<file path="config.mk">
export PLATFORM = sky130hd
export DESIGN_NAME = stuffed_frame_receiver_flat
export DESIGN_NICKNAME = d
export VERILOG_FILES = /design/src/hw/rtl/sfr_pkg.sv /design/src/hw/rtl/sfr_if.sv /design/src/hw/rtl/sfr_front.sv /design/src/hw/rtl/sfr_back.sv /design/src/hw/rtl/stuffed_frame_receiver.sv /design/src/flat_wrapper.sv
export SDC_FILE = /design/constraint.sdc
export NUM_CORES = 1
export LEC_CHECK = 0
export BUFFER_PORTS_ARGS = -buffer_cell sky130_fd_sc_hd__buf_2
export CORE_UTILIZATION = 50
export CTS_BUF_LIST = sky130_fd_sc_hd__clkbuf_16
export DETAILED_ROUTE_END_ITERATION = 16
export GPL_ROUTABILITY_DRIVEN = 0
export PLACE_DENSITY_LB_ADDON = 0.05
export SYNTH_ARGS = -nofsm -noshare
export SYNTH_HDL_FRONTEND = slang
export SYNTH_SLANG_ARGS = --single-unit
export TNS_END_PERCENT = 100
</file>
<file path="constraint.sdc">
create_clock -name clock -period 14.9 [get_ports clock]
set_input_delay 1.49 -clock clock [delete_from_list [all_inputs] [get_ports clock]]
set_output_delay 1.49 -clock clock [all_outputs]
set_load 0.05 [all_outputs]
</file>
<file path="src/hw/rtl/sfr_pkg.sv">
// Shared types and constants for the stuffed frame receiver.
package sfr_pkg;

   // Field widths
   localparam int OPCODE_W  = 1;
   localparam int BYTE_W    = 8;
   localparam int INDEX_W   = 6;
   localparam int LENGTH_W  = 7;
   localparam int PERCENT_W = 7;

   // Default payload store depth
   localparam int MAX_PAYLOAD_DEFAULT = 64;

   // Item opcodes
   localparam logic [OPCODE_W-1:0] OPCODE_RX   = 1'b0;
   localparam logic [OPCODE_W-1:0] OPCODE_READ = 1'b1;

   // Tag register value out of reset
   localparam logic [BYTE_W-1:0] TAG_RESET = 8'hFF;

   // Varint length decoding
   localparam int GROUP_W        = 3;
   localparam int GROUP_BITS     = 7;
   localparam int SUMMED_GROUPS  = 2;  // groups past this must carry zero
   localparam int LAST_GROUP     = 7;  // no continuation after the eighth group
   localparam int LEN_SUM_W      = 15; // wide enough for a shifted group plus length

   // Success rate window
   localparam int TALLY_W         = 4;
   localparam int FRAMES_PER_RATE = 10;

   // Queue between front and back, a power of two
   localparam int QUEUE_DEPTH = 2;

   // Item as held in the queue, with classification done at the front
   typedef struct packed {
      logic [OPCODE_W-1:0] opcode;
      logic [BYTE_W-1:0]   rx_byte;
      logic [INDEX_W-1:0]  read_index;
      logic                is_tag;
      logic                is_zero;
   } sfr_item_type;

endpackage

</file>
<file path="src/hw/rtl/sfr_if.sv">
// Request and response channel interfaces of the stuffed frame receiver.
interface sfr_req_if;
   import sfr_pkg::*;

   logic                valid;
   logic                ready;
   logic [OPCODE_W-1:0] opcode;
   logic [BYTE_W-1:0]   rx_byte;
   logic [INDEX_W-1:0]  read_index;

   modport source (output valid, output opcode, output rx_byte, output read_index,
                   input ready);
   modport sink (input valid, input opcode, input rx_byte, input read_index,
                 output ready);
endinterface

interface sfr_rsp_if;
   import sfr_pkg::*;

   logic                 valid;
   logic                 ready;
   logic                 frame_good;
   logic                 frame_error;
   logic [BYTE_W-1:0]    frame_ident;
   logic [LENGTH_W-1:0]  frame_length;
   logic [BYTE_W-1:0]    payload_byte;
   logic [PERCENT_W-1:0] success_percent;

   modport source (output valid, output frame_good, output frame_error,
                   output frame_ident, output frame_length, output payload_byte,
                   output success_percent, input ready);
   modport sink (input valid, input frame_good, input frame_error,
                 input frame_ident, input frame_length, input payload_byte,
                 input success_percent, output ready);
endinterface

</file>
<file path="src/hw/rtl/sfr_front.sv">
// Front end: accepts items, classifies link bytes against the tag and queues them.
module sfr_front (
   input  logic                         clock,
   input  logic                         reset,
   input  logic [sfr_pkg::BYTE_W-1:0]   tag_byte,
   sfr_req_if.sink                      req,
   output logic                         item_valid,
   output sfr_pkg::sfr_item_type        item,
   input  logic                         item_pop
);
   import sfr_pkg::*;

   localparam int PW = (QUEUE_DEPTH > 1) ? $clog2(QUEUE_DEPTH) : 1;

   sfr_item_type        queue_ff [QUEUE_DEPTH];
   logic [PW-1:0]       wr_ptr_ff, wr_ptr_in;
   logic [PW-1:0]       rd_ptr_ff, rd_ptr_in;
   logic [PW:0]         count_ff, count_in;
   logic                push;
   sfr_item_type        incoming;

   // Classify the incoming byte
   always_comb begin
      incoming.opcode     = req.opcode;
      incoming.rx_byte    = req.rx_byte;
      incoming.read_index = req.read_index;
      incoming.is_tag     = (req.rx_byte == tag_byte);
      incoming.is_zero    = (req.rx_byte == '0);
   end

   assign req.ready  = (count_ff != (PW+1)'(QUEUE_DEPTH));
   assign push       = req.valid & req.ready;
   assign item_valid = (count_ff != '0);
   assign item       = queue_ff[rd_ptr_ff];

   // Advance pointers and occupancy
   always_comb begin
      wr_ptr_in = push ? PW'(wr_ptr_ff + 1'b1) : wr_ptr_ff;
      rd_ptr_in = item_pop ? PW'(rd_ptr_ff + 1'b1) : rd_ptr_ff;
      case ({push, item_pop})
         2'b10:   count_in = count_ff + 1'b1;
         2'b01:   count_in = count_ff - 1'b1;
         default: count_in = count_ff;
      endcase
   end

   always_ff @(posedge clock) begin
      if (reset) begin
         wr_ptr_ff <= '0;
         rd_ptr_ff <= '0;
         count_ff  <= '0;
      end else begin
         wr_ptr_ff <= wr_ptr_in;
         rd_ptr_ff <= rd_ptr_in;
         count_ff  <= count_in;
      end
   end

   // Store the item at the tail
   always_ff @(posedge clock) begin
      if (push) begin
         queue_ff[wr_ptr_ff] <= incoming;
      end
   end

endmodule

</file>
<file path="src/hw/rtl/sfr_back.sv">
// Back end: frame parser, payload store, success rate and result register.
module sfr_back #(
   parameter int MAX_PAYLOAD = sfr_pkg::MAX_PAYLOAD_DEFAULT
) (
   input  logic                  clock,
   input  logic                  reset,
   input  logic                  item_valid,
   input  sfr_pkg::sfr_item_type item,
   output logic                  item_pop,
   sfr_rsp_if.source             rsp
);
   import sfr_pkg::*;

   localparam int LW = $clog2(MAX_PAYLOAD + 1);
   localparam int AW = (MAX_PAYLOAD > 1) ? $clog2(MAX_PAYLOAD) : 1;
   localparam int CW = (LW > INDEX_W) ? LW : INDEX_W;

   // Parser phases
   localparam logic [2:0] PH_HUNT = 3'd0;
   localparam logic [2:0] PH_ID   = 3'd1;
   localparam logic [2:0] PH_LEN  = 3'd2;
   localparam logic [2:0] PH_DATA = 3'd3;
   localparam logic [2:0] PH_CRC  = 3'd4;
   localparam logic [2:0] PH_DONE = 3'd5;

   logic [2:0]           phase_ff, phase_in;
   logic                 after_tag_ff, after_tag_in;
   logic [BYTE_W-1:0]    ident_ff, ident_in;
   logic [LW-1:0]        length_ff, length_in;
   logic [GROUP_W-1:0]   group_ff, group_in;
   logic [LW-1:0]        byte_pos_ff, byte_pos_in;
   logic [BYTE_W-1:0]    sum_ff, sum_in;
   logic [TALLY_W-1:0]   good_tally_ff, good_tally_in;
   logic [TALLY_W-1:0]   bad_tally_ff, bad_tally_in;
   logic [PERCENT_W-1:0] rate_ff, rate_in;
   logic                 rsp_valid_ff;

   logic [BYTE_W-1:0]    store_mem [MAX_PAYLOAD];
   logic [BYTE_W-1:0]    rd_data_ff;
   logic                 rd_ok_ff;
   logic                 good_ff, error_ff;

   logic                 advance;
   logic                 is_rx;
   logic                 good, bad;
   logic [2:0]           ph;
   logic                 at;
   logic [GROUP_W-1:0]   grp;
   logic [LW-1:0]        bpos;
   logic [BYTE_W-1:0]    rsum;
   logic [GROUP_BITS-1:0] group_val;
   logic [2*GROUP_BITS-1:0] group_shifted;
   logic [LEN_SUM_W-1:0] len_sum;
   logic [LW-1:0]        len_tmp;
   logic [LW:0]          bpos_inc;
   logic [TALLY_W:0]     tally_total;
   logic                 store_we;
   logic [AW-1:0]        wr_addr, rd_addr;
   logic                 rd_ok;

   assign advance  = !rsp_valid_ff || rsp.ready;
   assign item_pop = item_valid && advance;
   assign is_rx    = item_pop && (item.opcode == OPCODE_RX);

   assign group_val     = item.rx_byte[GROUP_BITS-1:0];
   assign group_shifted = grp[0] ? {group_val, {GROUP_BITS{1'b0}}}
                                 : {{GROUP_BITS{1'b0}}, group_val};
   assign len_sum       = LEN_SUM_W'(group_shifted) + LEN_SUM_W'(length_ff);
   assign bpos_inc      = {1'b0, bpos} + {{LW{1'b0}}, 1'b1};

   // Step the parser for one link byte
   always_comb begin
      phase_in      = phase_ff;
      after_tag_in  = after_tag_ff;
      ident_in      = ident_ff;
      length_in     = length_ff;
      group_in      = group_ff;
      byte_pos_in   = byte_pos_ff;
      sum_in        = sum_ff;
      good_tally_in = good_tally_ff;
      bad_tally_in  = bad_tally_ff;
      rate_in       = rate_ff;
      good          = 1'b0;
      bad           = 1'b0;
      store_we      = 1'b0;
      len_tmp       = length_ff;
      tally_total   = '0;
      ph            = phase_ff;
      at            = after_tag_ff;
      grp           = group_ff;
      bpos          = byte_pos_ff;
      rsum          = sum_ff;

      if (is_rx) begin
         // A finished frame restarts the hunt on the next byte
         if (ph == PH_DONE) begin
            ph           = PH_HUNT;
            at           = 1'b0;
            grp          = '0;
            bpos         = '0;
            rsum         = '0;
            after_tag_in = 1'b0;
            group_in     = '0;
            byte_pos_in  = '0;
            sum_in       = '0;
         end

         if (ph != PH_ID && ph != PH_LEN && ph != PH_DATA && ph != PH_CRC) begin
            // Hunt for a tag pair
            phase_in = PH_HUNT;
            if (!item.is_tag) begin
               after_tag_in = 1'b0;
            end else if (at) begin
               phase_in     = PH_ID;
               after_tag_in = 1'b0;
               length_in    = '0;
            end else begin
               after_tag_in = 1'b1;
            end
         end else if (at) begin
            // Drop the stuffed zero after a data tag
            if (item.is_zero) begin
               after_tag_in = 1'b0;
            end else begin
               bad = 1'b1;
            end
         end else begin
            if (item.is_tag) begin
               after_tag_in = 1'b1;
            end
            case (ph)
               PH_ID: begin
                  sum_in   = rsum + item.rx_byte;
                  ident_in = item.rx_byte;
                  phase_in = PH_LEN;
               end
               PH_LEN: begin
                  sum_in = rsum + item.rx_byte;
                  if (group_val != '0) begin
                     if (grp >= GROUP_W'(SUMMED_GROUPS)) begin
                        bad = 1'b1;
                     end else if (len_sum > LEN_SUM_W'(MAX_PAYLOAD)) begin
                        bad = 1'b1;
                     end else begin
                        len_tmp = LW'(len_sum);
                     end
                  end
                  if (!bad) begin
                     length_in = len_tmp;
                     if (!item.rx_byte[BYTE_W-1]) begin
                        phase_in = (len_tmp == '0) ? PH_CRC : PH_DATA;
                     end else if (grp >= GROUP_W'(LAST_GROUP)) begin
                        bad = 1'b1;
                     end else begin
                        group_in = grp + 1'b1;
                     end
                  end
               end
               PH_DATA: begin
                  sum_in   = rsum + item.rx_byte;
                  store_we = 1'b1;
                  if (bpos_inc >= {1'b0, length_ff}) begin
                     phase_in    = PH_CRC;
                     byte_pos_in = '0;
                  end else begin
                     byte_pos_in = LW'(bpos_inc);
                  end
               end
               default: begin
                  // Checksum byte
                  if (item.rx_byte != rsum) begin
                     bad = 1'b1;
                  end else begin
                     good          = 1'b1;
                     phase_in      = PH_DONE;
                     good_tally_in = good_tally_ff + 1'b1;
                  end
               end
            endcase
         end

         // Abort the frame
         if (bad) begin
            bad_tally_in = bad_tally_ff + 1'b1;
            phase_in     = PH_HUNT;
            after_tag_in = 1'b0;
            group_in     = '0;
            byte_pos_in  = '0;
            sum_in       = '0;
            length_in    = '0;
         end

         // Latch the success rate every ten frames
         tally_total = {1'b0, good_tally_in} + {1'b0, bad_tally_in};
         if (tally_total >= (TALLY_W+1)'(FRAMES_PER_RATE)) begin
            rate_in       = PERCENT_W'({good_tally_in, 3'b000})
                          + PERCENT_W'({good_tally_in, 1'b0});
            good_tally_in = '0;
            bad_tally_in  = '0;
         end
      end
   end

   // Payload read follows the state after this item
   assign wr_addr = AW'(byte_pos_ff);
   assign rd_addr = AW'(item.read_index);
   assign rd_ok   = (CW'(item.read_index) < CW'(length_in))
                 && (CW'(item.read_index) < CW'(MAX_PAYLOAD));

   always_ff @(posedge clock) begin
      if (reset) begin
         phase_ff      <= PH_HUNT;
         after_tag_ff  <= 1'b0;
         ident_ff      <= '0;
         length_ff     <= '0;
         group_ff      <= '0;
         byte_pos_ff   <= '0;
         sum_ff        <= '0;
         good_tally_ff <= '0;
         bad_tally_ff  <= '0;
         rate_ff       <= '0;
         rsp_valid_ff  <= 1'b0;
      end else begin
         phase_ff      <= phase_in;
         after_tag_ff  <= after_tag_in;
         ident_ff      <= ident_in;
         length_ff     <= length_in;
         group_ff      <= group_in;
         byte_pos_ff   <= byte_pos_in;
         sum_ff        <= sum_in;
         good_tally_ff <= good_tally_in;
         bad_tally_ff  <= bad_tally_in;
         rate_ff       <= rate_in;
         if (advance) begin
            rsp_valid_ff <= item_valid;
         end
      end
   end

   // Write the payload store and register the read, forwarding a same-cycle write
   always_ff @(posedge clock) begin
      if (store_we) begin
         store_mem[wr_addr] <= item.rx_byte;
      end
      if (item_pop) begin
         rd_data_ff <= (store_we && wr_addr == rd_addr) ? item.rx_byte : store_mem[rd_addr];
         rd_ok_ff   <= rd_ok;
         good_ff    <= good;
         error_ff   <= bad;
      end
   end

   // Parser state changes only with a new result, so it drives the result directly
   assign rsp.valid           = rsp_valid_ff;
   assign rsp.frame_good      = good_ff;
   assign rsp.frame_error     = error_ff;
   assign rsp.frame_ident     = ident_ff;
   assign rsp.frame_length    = LENGTH_W'(length_ff);
   assign rsp.payload_byte    = rd_ok_ff ? rd_data_ff : '0;
   assign rsp.success_percent = rate_ff;

endmodule

</file>
<file path="src/hw/rtl/stuffed_frame_receiver.sv">
// Top level of the stuffed frame receiver: tag register, front end, queue and parser.
// Takes one item per cycle while the response side is ready, and gives one result per
// item, in order. An accepted item lands in a two-entry queue at the front, where its
// byte is compared with the tag; the parser pops it from the queue when the response
// side is ready and registers the result. Payload bytes go to a store of MAX_PAYLOAD
// entries with one write and one registered read per cycle; entries never written since
// reset read back as unknown. The tag register may be written only while no item is in
// flight.
module stuffed_frame_receiver #(
   parameter int MAX_PAYLOAD = sfr_pkg::MAX_PAYLOAD_DEFAULT
) (
   input  logic                       clock,
   input  logic                       reset,
   input  logic                       csr_wr_en,
   input  logic [sfr_pkg::BYTE_W-1:0] csr_wr_data,
   sfr_req_if.sink                    req,
   sfr_rsp_if.source                  rsp
);
   import sfr_pkg::*;

   logic [BYTE_W-1:0] tag_byte_ff;
   logic              item_valid;
   logic              item_pop;
   sfr_item_type      item;

   // Hold the tag register
   always_ff @(posedge clock) begin
      if (reset) begin
         tag_byte_ff <= TAG_RESET;
      end else if (csr_wr_en) begin
         tag_byte_ff <= csr_wr_data;
      end
   end

   sfr_front u_front (
      .clock      (clock),
      .reset      (reset),
      .tag_byte   (tag_byte_ff),
      .req        (req),
      .item_valid (item_valid),
      .item       (item),
      .item_pop   (item_pop)
   );

   sfr_back #(
      .MAX_PAYLOAD (MAX_PAYLOAD)
   ) u_back (
      .clock      (clock),
      .reset      (reset),
      .item_valid (item_valid),
      .item       (item),
      .item_pop   (item_pop),
      .rsp        (rsp)
   );

   // A result never both completes and aborts a frame
   assert property (@(posedge clock) disable iff (reset)
      rsp.valid |-> !(rsp.frame_good && rsp.frame_error))
      else $error("frame_good and frame_error both set");

   // A queued item stays queued until the parser takes it
   assert property (@(posedge clock) disable iff (reset)
      (item_valid && !item_pop) |=> item_valid)
      else $error("queued item lost");

   // The success rate stays within a percentage
   assert property (@(posedge clock) disable iff (reset)
      rsp.valid |-> (rsp.success_percent <= PERCENT_W'(100)))
      else $error("success_percent above 100");

endmodule

</file>
<file path="src/flat_wrapper.sv">
// flat-port wrapper written by rule: the top's interface ports become plain ports
module stuffed_frame_receiver_flat import sfr_pkg::*;
#(
   parameter int MAX_PAYLOAD = sfr_pkg::MAX_PAYLOAD_DEFAULT
)
  (clock, reset, csr_wr_en, csr_wr_data, req_valid, req_opcode, req_rx_byte, req_read_index, req_ready, rsp_valid, rsp_frame_good, rsp_frame_error, rsp_frame_ident, rsp_frame_length, rsp_payload_byte, rsp_success_percent, rsp_ready);
  sfr_req_if req_i ();
  sfr_rsp_if rsp_i ();
  input  logic clock;
  input  logic reset;
  input  logic csr_wr_en;
  input  logic [sfr_pkg::BYTE_W-1:0] csr_wr_data;
  input wire logic [$bits(req_i.valid)-1:0] req_valid;
  input wire logic [$bits(req_i.opcode)-1:0] req_opcode;
  input wire logic [$bits(req_i.rx_byte)-1:0] req_rx_byte;
  input wire logic [$bits(req_i.read_index)-1:0] req_read_index;
  output wire logic [$bits(req_i.ready)-1:0] req_ready;
  output wire logic [$bits(rsp_i.valid)-1:0] rsp_valid;
  output wire logic [$bits(rsp_i.frame_good)-1:0] rsp_frame_good;
  output wire logic [$bits(rsp_i.frame_error)-1:0] rsp_frame_error;
  output wire logic [$bits(rsp_i.frame_ident)-1:0] rsp_frame_ident;
  output wire logic [$bits(rsp_i.frame_length)-1:0] rsp_frame_length;
  output wire logic [$bits(rsp_i.payload_byte)-1:0] rsp_payload_byte;
  output wire logic [$bits(rsp_i.success_percent)-1:0] rsp_success_percent;
  input wire logic [$bits(rsp_i.ready)-1:0] rsp_ready;
  assign req_i.valid = req_valid;
  assign req_i.opcode = req_opcode;
  assign req_i.rx_byte = req_rx_byte;
  assign req_i.read_index = req_read_index;
  assign req_ready = req_i.ready;
  assign rsp_valid = rsp_i.valid;
  assign rsp_frame_good = rsp_i.frame_good;
  assign rsp_frame_error = rsp_i.frame_error;
  assign rsp_frame_ident = rsp_i.frame_ident;
  assign rsp_frame_length = rsp_i.frame_length;
  assign rsp_payload_byte = rsp_i.payload_byte;
  assign rsp_success_percent = rsp_i.success_percent;
  assign rsp_i.ready = rsp_ready;
  stuffed_frame_receiver #(.MAX_PAYLOAD(MAX_PAYLOAD)) u_core (.clock(clock), .reset(reset), .csr_wr_en(csr_wr_en), .csr_wr_data(csr_wr_data), .req(req_i), .rsp(rsp_i));
endmodule
</file>
Word level (Yosys, flattened, before mapping)

Memories as Yosys holds them, arrays and structs flattened. A register that Yosys moved wholly into a read port is not among the register bits.
Cells that the tools add are included.

Flip-flop bits (word level): 68
Latch bits: 0
Bits in writable memories: 546
Memory bits (read-only): 0
Bits of input ports: 28
Logic and storage cells: 178
Memories: 2

Add/sub/neg operators: 12
Multiply operators: 0
Divide/modulo/power cells: 0
$lt $le $gt $ge: 6
Equal/unequal tests: 18
Shift-type cells: 0
Muxes and demuxes: 99
Bitwise gates (word level): 5
Reduce and logical (&&, ||, !) cells: 18

Memories:

| name                    | words | width | rd ports | clocked after memory_dff | wr ports | RTL line        | text |
|---|---|---|---|---|---|---|---|
| u_core.u_back.store_mem | 64    | 8     | 1        | 1                        | 1        | sfr_back.sv:38  | `logic [BYTE_W-1:0] store_mem [MAX_PAYLOAD];` |
| u_core.u_front.queue_ff | 2     | 17    | 1        | 1                        | 1        | sfr_front.sv:15 | `sfr_item_type queue_ff [QUEUE_DEPTH];` |

Operator list:

| cell                                                                              | count |
|---|---|
| 7-bit 2-to-1 mux                                                                  | 22 |
| 3-bit 2-to-1 mux                                                                  | 19 |
| 8-bit 2-to-1 mux                                                                  | 7 |
| 1-bit 2-to-1 mux                                                                  | 38 |
| 4-bit 2-to-1 mux                                                                  | 9 |
| 14-bit by 7-bit adder with 15-bit output                                          | 1 |
| 15-bit by 7-bit greater-than comparator with 1-bit output (second input constant) | 1 |
| 14-bit 2-to-1 mux                                                                 | 1 |
| 4-bit inequality test (second input constant)                                     | 3 |
| 3-bit case mux with 3 select lines                                                | 1 |
| 4-bit by 1-bit adder with 4-bit output (second input constant)                    | 2 |
| 7-bit by 1-bit adder with 8-bit output (second input constant)                    | 1 |
| 8-bit adder                                                                       | 1 |
| 8-bit == test                                                                     | 1 |
| 8-bit by 7-bit >= comparator with 1-bit output                                    | 1 |
| 8-bit logical NOT                                                                 | 1 |
| 8-bit inequality test                                                             | 1 |
| 7-bit by 5-bit adder with 7-bit output                                            | 1 |
| 7-bit logical NOT                                                                 | 1 |
| 6-bit by 7-bit less-than comparator with 1-bit output                             | 1 |
| 7-bit nonzero test                                                                | 1 |
| 3-bit by 2-bit == test with 1-bit output (second input constant)                  | 2 |
| 3-bit by 1-bit inequality test with 1-bit output (second input constant)          | 2 |
| 3-bit by 2-bit inequality test with 1-bit output (second input constant)          | 2 |
| 29 further kinds                                                                  | 38 |

Logic depth before layout (Yosys ltp)

Depth in word-level cells: 26
Mapped depth: 27
Gate-level depth less buffers: 23

Modules after synthesis

A second synthesis with hierarchy kept.

Cell total of the unflattened synthesis: 1468
Area total of the unflattened synthesis: 26171.4 um^2

Modules (own cells, without submodules):

| module                 | instances | cells each | area an instance (um^2) | sequential area each (um^2) |
|---|---|---|---|---|
| sfr_back               | 1         | 1352       | 24325.8                 | 16746.1 |
| sfr_front              | 1         | 90         | 1542.7                  | 1121.1 |
| stuffed_frame_receiver | 1         | 26         | 302.8                   | 160.2 |

Worst setup path before layout

Ideal clock, no wire load.

Path kind: input to register
Start point: input port rsp_ready
End point: register u_core.u_back.bad_tally_ff[3]
Library setup time: 74 ps
Data arrival time: 6618 ps
Path slack: 8207 ps
Cell stages on the path: 23
Buffers on the path: 2
Path through: nand2b_1 > a41oi_2 > buf_4 > nor2_1 > ha_1 > fa_1 > a211oi_2 > o21bai_1 > a2111oi_2 > nor3_1 > nor4_4 > a31oi_2 > nor2_1 > buf_2 > xnor2_1 > ha_1 > fa_1 > xor2_1 > o21ai_0 > nand2_1 > nor2_1 > or4b_1 > a31oi_1

Longest elaborated chain between the ends: 24

RTL lines:

| item                                                      | RTL line           | text |
|---|---|---|
| start: declaration                                        | flat_wrapper.sv:25 | `input wire logic [$bits(rsp_i.ready)-1:0] rsp_ready;` |
| 1-bit logical OR (*)                                      | sfr_back.sv:61     | `assign advance = !rsp_valid_ff \|\| rsp.ready;` |
| 1-bit logical AND (*)                                     | sfr_back.sv:62     | `assign item_pop = item_valid && advance;` |
| 1-bit logical AND (*)                                     | sfr_back.sv:63     | `assign is_rx = item_pop && (item.opcode == OPCODE_RX);` |
| 1-bit 2-to-1 mux                                          | sfr_back.sv:94     | `if (is_rx) begin` |
| 14-bit 2-to-1 mux                                         | sfr_back.sv:66     | `assign group_shifted = grp[0] ? {group_val, {GROUP_BITS{1'b0}}}` |
| 14-bit by 7-bit adder with 15-bit output                  | sfr_back.sv:68     | `assign len_sum = LEN_SUM_W'(group_shifted) + LEN_SUM_W'(length_ff);` |
| 15-bit by 7-bit greater-than comparator with 1-bit output | sfr_back.sv:142    | `end else if (len_sum > LEN_SUM_W'(MAX_PAYLOAD)) begin` |
| 1-bit 2-to-1 mux                                          | sfr_back.sv:142    |  |
| (+8 left out)                                             | --                 |  |
| 1-bit 2-to-1 mux                                          | sfr_back.sv:120    | `end else if (at) begin` |
| 1-bit 2-to-1 mux                                          | sfr_back.sv:108    | `if (ph != PH_ID && ph != PH_LEN && ph != PH_DATA && ph != PH_CRC) begin` |
| 1-bit 2-to-1 mux                                          | sfr_back.sv:94     |  |
| 4-bit 2-to-1 mux                                          | sfr_back.sv:183    | `if (bad) begin` |
| 4-bit 2-to-1 mux                                          | sfr_back.sv:94     |  |
| 4-bit by 4-bit adder with 5-bit output                    | sfr_back.sv:194    | `tally_total = {1'b0, good_tally_in} + {1'b0, bad_tally_in};` |
| 5-bit by 4-bit >= comparator with 1-bit output            | sfr_back.sv:195    | `if (tally_total >= (TALLY_W+1)'(FRAMES_PER_RATE)) begin` |
| 4-bit 2-to-1 mux                                          | sfr_back.sv:195    |  |
| end signal: assignment                                    | sfr_back.sv:232    | `bad_tally_ff <= bad_tally_in;` |
| end: declaration                                          | sfr_back.sv:34     | `logic [TALLY_W-1:0] bad_tally_ff, bad_tally_in;` |

Mark *: on every way between the ends. The rest lies on a longest branch, timed or not. The select of a mux whose other input is x is not followed.
A chain may end at the register's enable or synchronous reset.

Worst setup path after layout

Ends and elaborated chain as after synthesis.

==> impl_results.md <==
- Run status: completed
- Slew headroom: 0.271
- Synthesized area: 27200 µm²
- Leak pwr: 10.6 nW
- #FFs+latches synth: 622
- Post-synth EDFFs: 557
- Min Tclk post-route: 6980 ps
- CP Data Required Time: 15400 ps
- Hold_buf cts: 0
- Footprint of the multi-input gates: 8480 µm²
- Gr usage total: 0.257
- Routed Wire Length: 70.9 mm
- Peak Freq: 143 MHz
- Antenna violations before repair: 1
- Final Setup Violations: 0
- Slew Viols, Final: 0
- Setup crit start: rsp_ready
- Yosys cell types: 79
- DR vias/cell: 5.98
- DP HPWL: 40.8 mm
- Setup TNS: 0 ps
- Std-Cell Rows: 85
- WL/cell: 23.1 µm
- Root Driver: clkbuf_16
- CP endpoint kind: flop
- Number of I/O pins: 62
- GR peak layer: met2
- Area growth syn-to-layout: 11.0%
- Setup CP Type: in -> reg
- Pin count of the biggest net entering global routing: 150
- CTS tree: built
- Crit Path Max Fanout: 12
- Post-synth top area cell: edfxtp_1
- Pwr dens: 173 nW/µm²
- Final Cycle Share: 0.468
- Ys Warns: 0
- Diode count: 0
- Vias in the first global route: 17900
- Peak VDD IR: 0.140 mV
- Syn_area_per_cell: 11.7 µm²
- DP Worst Slack: 7440 ps
- Type of origin of the critical path: input port
- Layout net count: 2393
- Share of layout cells above drive strength 1: 0.0890
- Synth Flop Type: edfxtp_1
- Met2 Usage GRT: 0.403
- Initial Utilization: 0.506
- Arrival time at the worst endpoint: 7480 ps
- Worst-margin pin slew: 1060 ps
- Port bufs: 60
- Setup Buffers After CTS: 0
- Reg area: 18000 µm²
- Clock tree buffer depth: 3
- Core box area: 53700 µm²
- 1st-iter DRT viols: 1715
- Post-Route Skew: 20.7 ps
- DRC: 0
- Vias after detailed routing: 18400
- Hold Startpoint: u_core.u_back.sum_ff[3]
- Fillers: 4507
- Chip Width: 235 µm
- First-pass iteration count of the detailed router: 7
- Top post-synthesis cells by area: edfxtp_1 (62%), nand2_1 (7.9%), dfxtp_1 (4.8%)
- Clock transition at path regs: 60 ps
- Endpoints failing hold: 0
- Hold Path Class: reg -> reg
- Yosys top cell area share: 0.616
- Max-cap violations: 0
- CTS resizes: 0
- Gate Count Post-Synth: 2314
- Htree depth: 3
- Grt ovf: 0
- Async set-or-reset flop fraction in the synthesized netlist: 0
- Syn_nets: 2384
- Die Y: 235 µm
- Final WS setup: 7920 ps
- CTS Buf Count: 66
- Seq/Total Area, Yosys: 0.664
- First-pass GRT wire length: 109 mm
- RSZ-0062 raised after global routing: no
- Met3 global-route usage: 0.0361
- Skew-Pair Late Insertion Delay: 600 ps
- Clock sink count: 622
- DRT antenna net count: 0
- Die area: 55300 µm²
- M1 GR Usage: 0.367
[worst paths after layout]
path	slack [ps]	cells after the start	to
worst max-delay path	7920	21	u_core.u_back.bad_tally_ff[3]
worst min-delay path	450	2	u_core.u_back.sum_ff[3]
worst max register to register	7960	20	u_core.u_back.bad_tally_ff[3]
worst min register to register	450	2	u_core.u_back.sum_ff[3]
[final cells by class]
cell class / count / share of cell area
inverters: 30 / 0.00390
clock buffers: 70 / 0.0581
well taps: 696 / 0.0289
repair buffers: 85 / 0.0174
multi-input cells: 1518 / 0.281
clock inverters: 47 / 0.0120
flip-flops and latches: 622 / 0.598
[metrics by stage]
step	total power [mW]	util	instance area (µm²)	hold slack [ps]	std cells
after CTS	5.25	0.561	30100	454	3068
after floorplan	3.10	-	27200	432	2314
after global placement	3.62	0.522	28000	438	2951
after global routing	5.43	0.561	30100	471	3068
final	5.22	0.561	30100	451	3068
after detailed placement	3.64	0.522	28000	446	2951
[Yosys cell counts (5+ instances only)]
master    count
nor2_1      143
nand3_1     238
o311ai_0      9
nand2_1     569
xor2_1       16
nor2b_1       6
a21o_1       12
xnor2_1      29
nor3_1       26
nand4_1       8
inv_1        26
nor4_1        8
or3_1         5
mux2i_1      27
edfxtp_1    557
a211oi_1     16
and3_1       53
buf_2        32
a22oi_1       9
buf_1        13
a31oi_1      13
dfxtp_1      65
nand2b_1      7
a21oi_1      40
buf_4         5
a22o_1        7
ha_1         38
clkbuf_1     92
or4_1         6
a211o_1       9
o21ai_0      30
and2_1       23
a311oi_1     90
a311o_1       8
[power by group]
part / switching, mW / internal (mW) / total [mW]
Sequential: 0.0373 / 2.10 / 2.14
Combinational: 1.09 / 0.377 / 1.47
Clock: 0.664 / 0.949 / 1.61
Total: 1.79 / 3.43 / 5.22
[cells in the final DEF (no fill, tap or decap), types with 8 or more instances in the layout]
cell type,synthesis,layout
mux2i_1,27,23
nor3_1,26,26
o21ai_0,30,30
clkinv_1,2,15
nand2_1,569,569
xor2_1,16,16
o311ai_0,9,9
nand4_1,8,8
a211o_1,9,9
xnor2_1,29,29
nor4_1,8,8
a21oi_1,40,40
nand3_1,238,238
nor2_1,143,143
ha_1,38,38
buf_2,32,60
a211oi_1,16,16
a31oi_1,13,13
a22oi_1,9,9
buf_4,5,22
dfxtp_1,65,64
and2_1,23,23
inv_2,2,9
edfxtp_1,557,557
a21o_1,12,12
inv_1,26,38
clkbuf_16,0,70
and3_1,53,53
a311oi_1,90,90
a311o_1,8,8
[per-layer routing]
| layer | vias to the layer above | share of wire |
|---|---|---|
| li1 | 8509 | - |
| met1 | 9116 | 0.44 |
| met2 | 630 | 0.47 |
| met3 | 104 | 0.059 |
| met4 | 0 | 0.028 |
| met5 | - | 0 |
[worst max-delay path, stage by stage]
cell,delay [ps]
buf_2,90
nand2b_1,210
a41oi_2,480
nor2_1,110
ha_1,240
fa_1,430
a211oi_2,320
o21bai_1,160
a2111oi_2,370
nor3_1,130
nor4_4,370
a31oi_2,210
or2_0,400
mux2_2,360
fa_1,460
xor2_1,180
o21ai_0,300
nand2_1,170
nor2_1,340
or4b_1,460
a31oi_1,180
[cell families after synthesis]
| family | count (synthesis) | share of synthesized area |
|---|---|---|
| muxes | 34 | 0.0135 |
| other | 1 | 0.000138 |
| xor gates and xnor gates | 45 | 0.0145 |
| and+or+nand+nor | 1115 | 0.181 |
| adders and majority gates | 42 | 0.0205 |
| DFF | 622 | 0.664 |
| AOI/OAI and AO/OA | 281 | 0.0794 |
| buffers and inverters | 174 | 0.0268 |
[state kept, by name (all words and copies together), names as in the netlist, 7 cells and up, named ones only]
register and cells:
u_core.u_front.queue_ff 34, u_core.u_back.store_mem 512, u_core.u_back.rd_data_ff 8, u_core.tag_byte_ff 8
u_core.u_back.rsp.frame_ident 8, u_core.u_back.sum_ff 8, u_core.u_back.rsp.frame_length 7, u_core.u_back.byte_pos_ff 7
(Power assumes the default switching activity.)
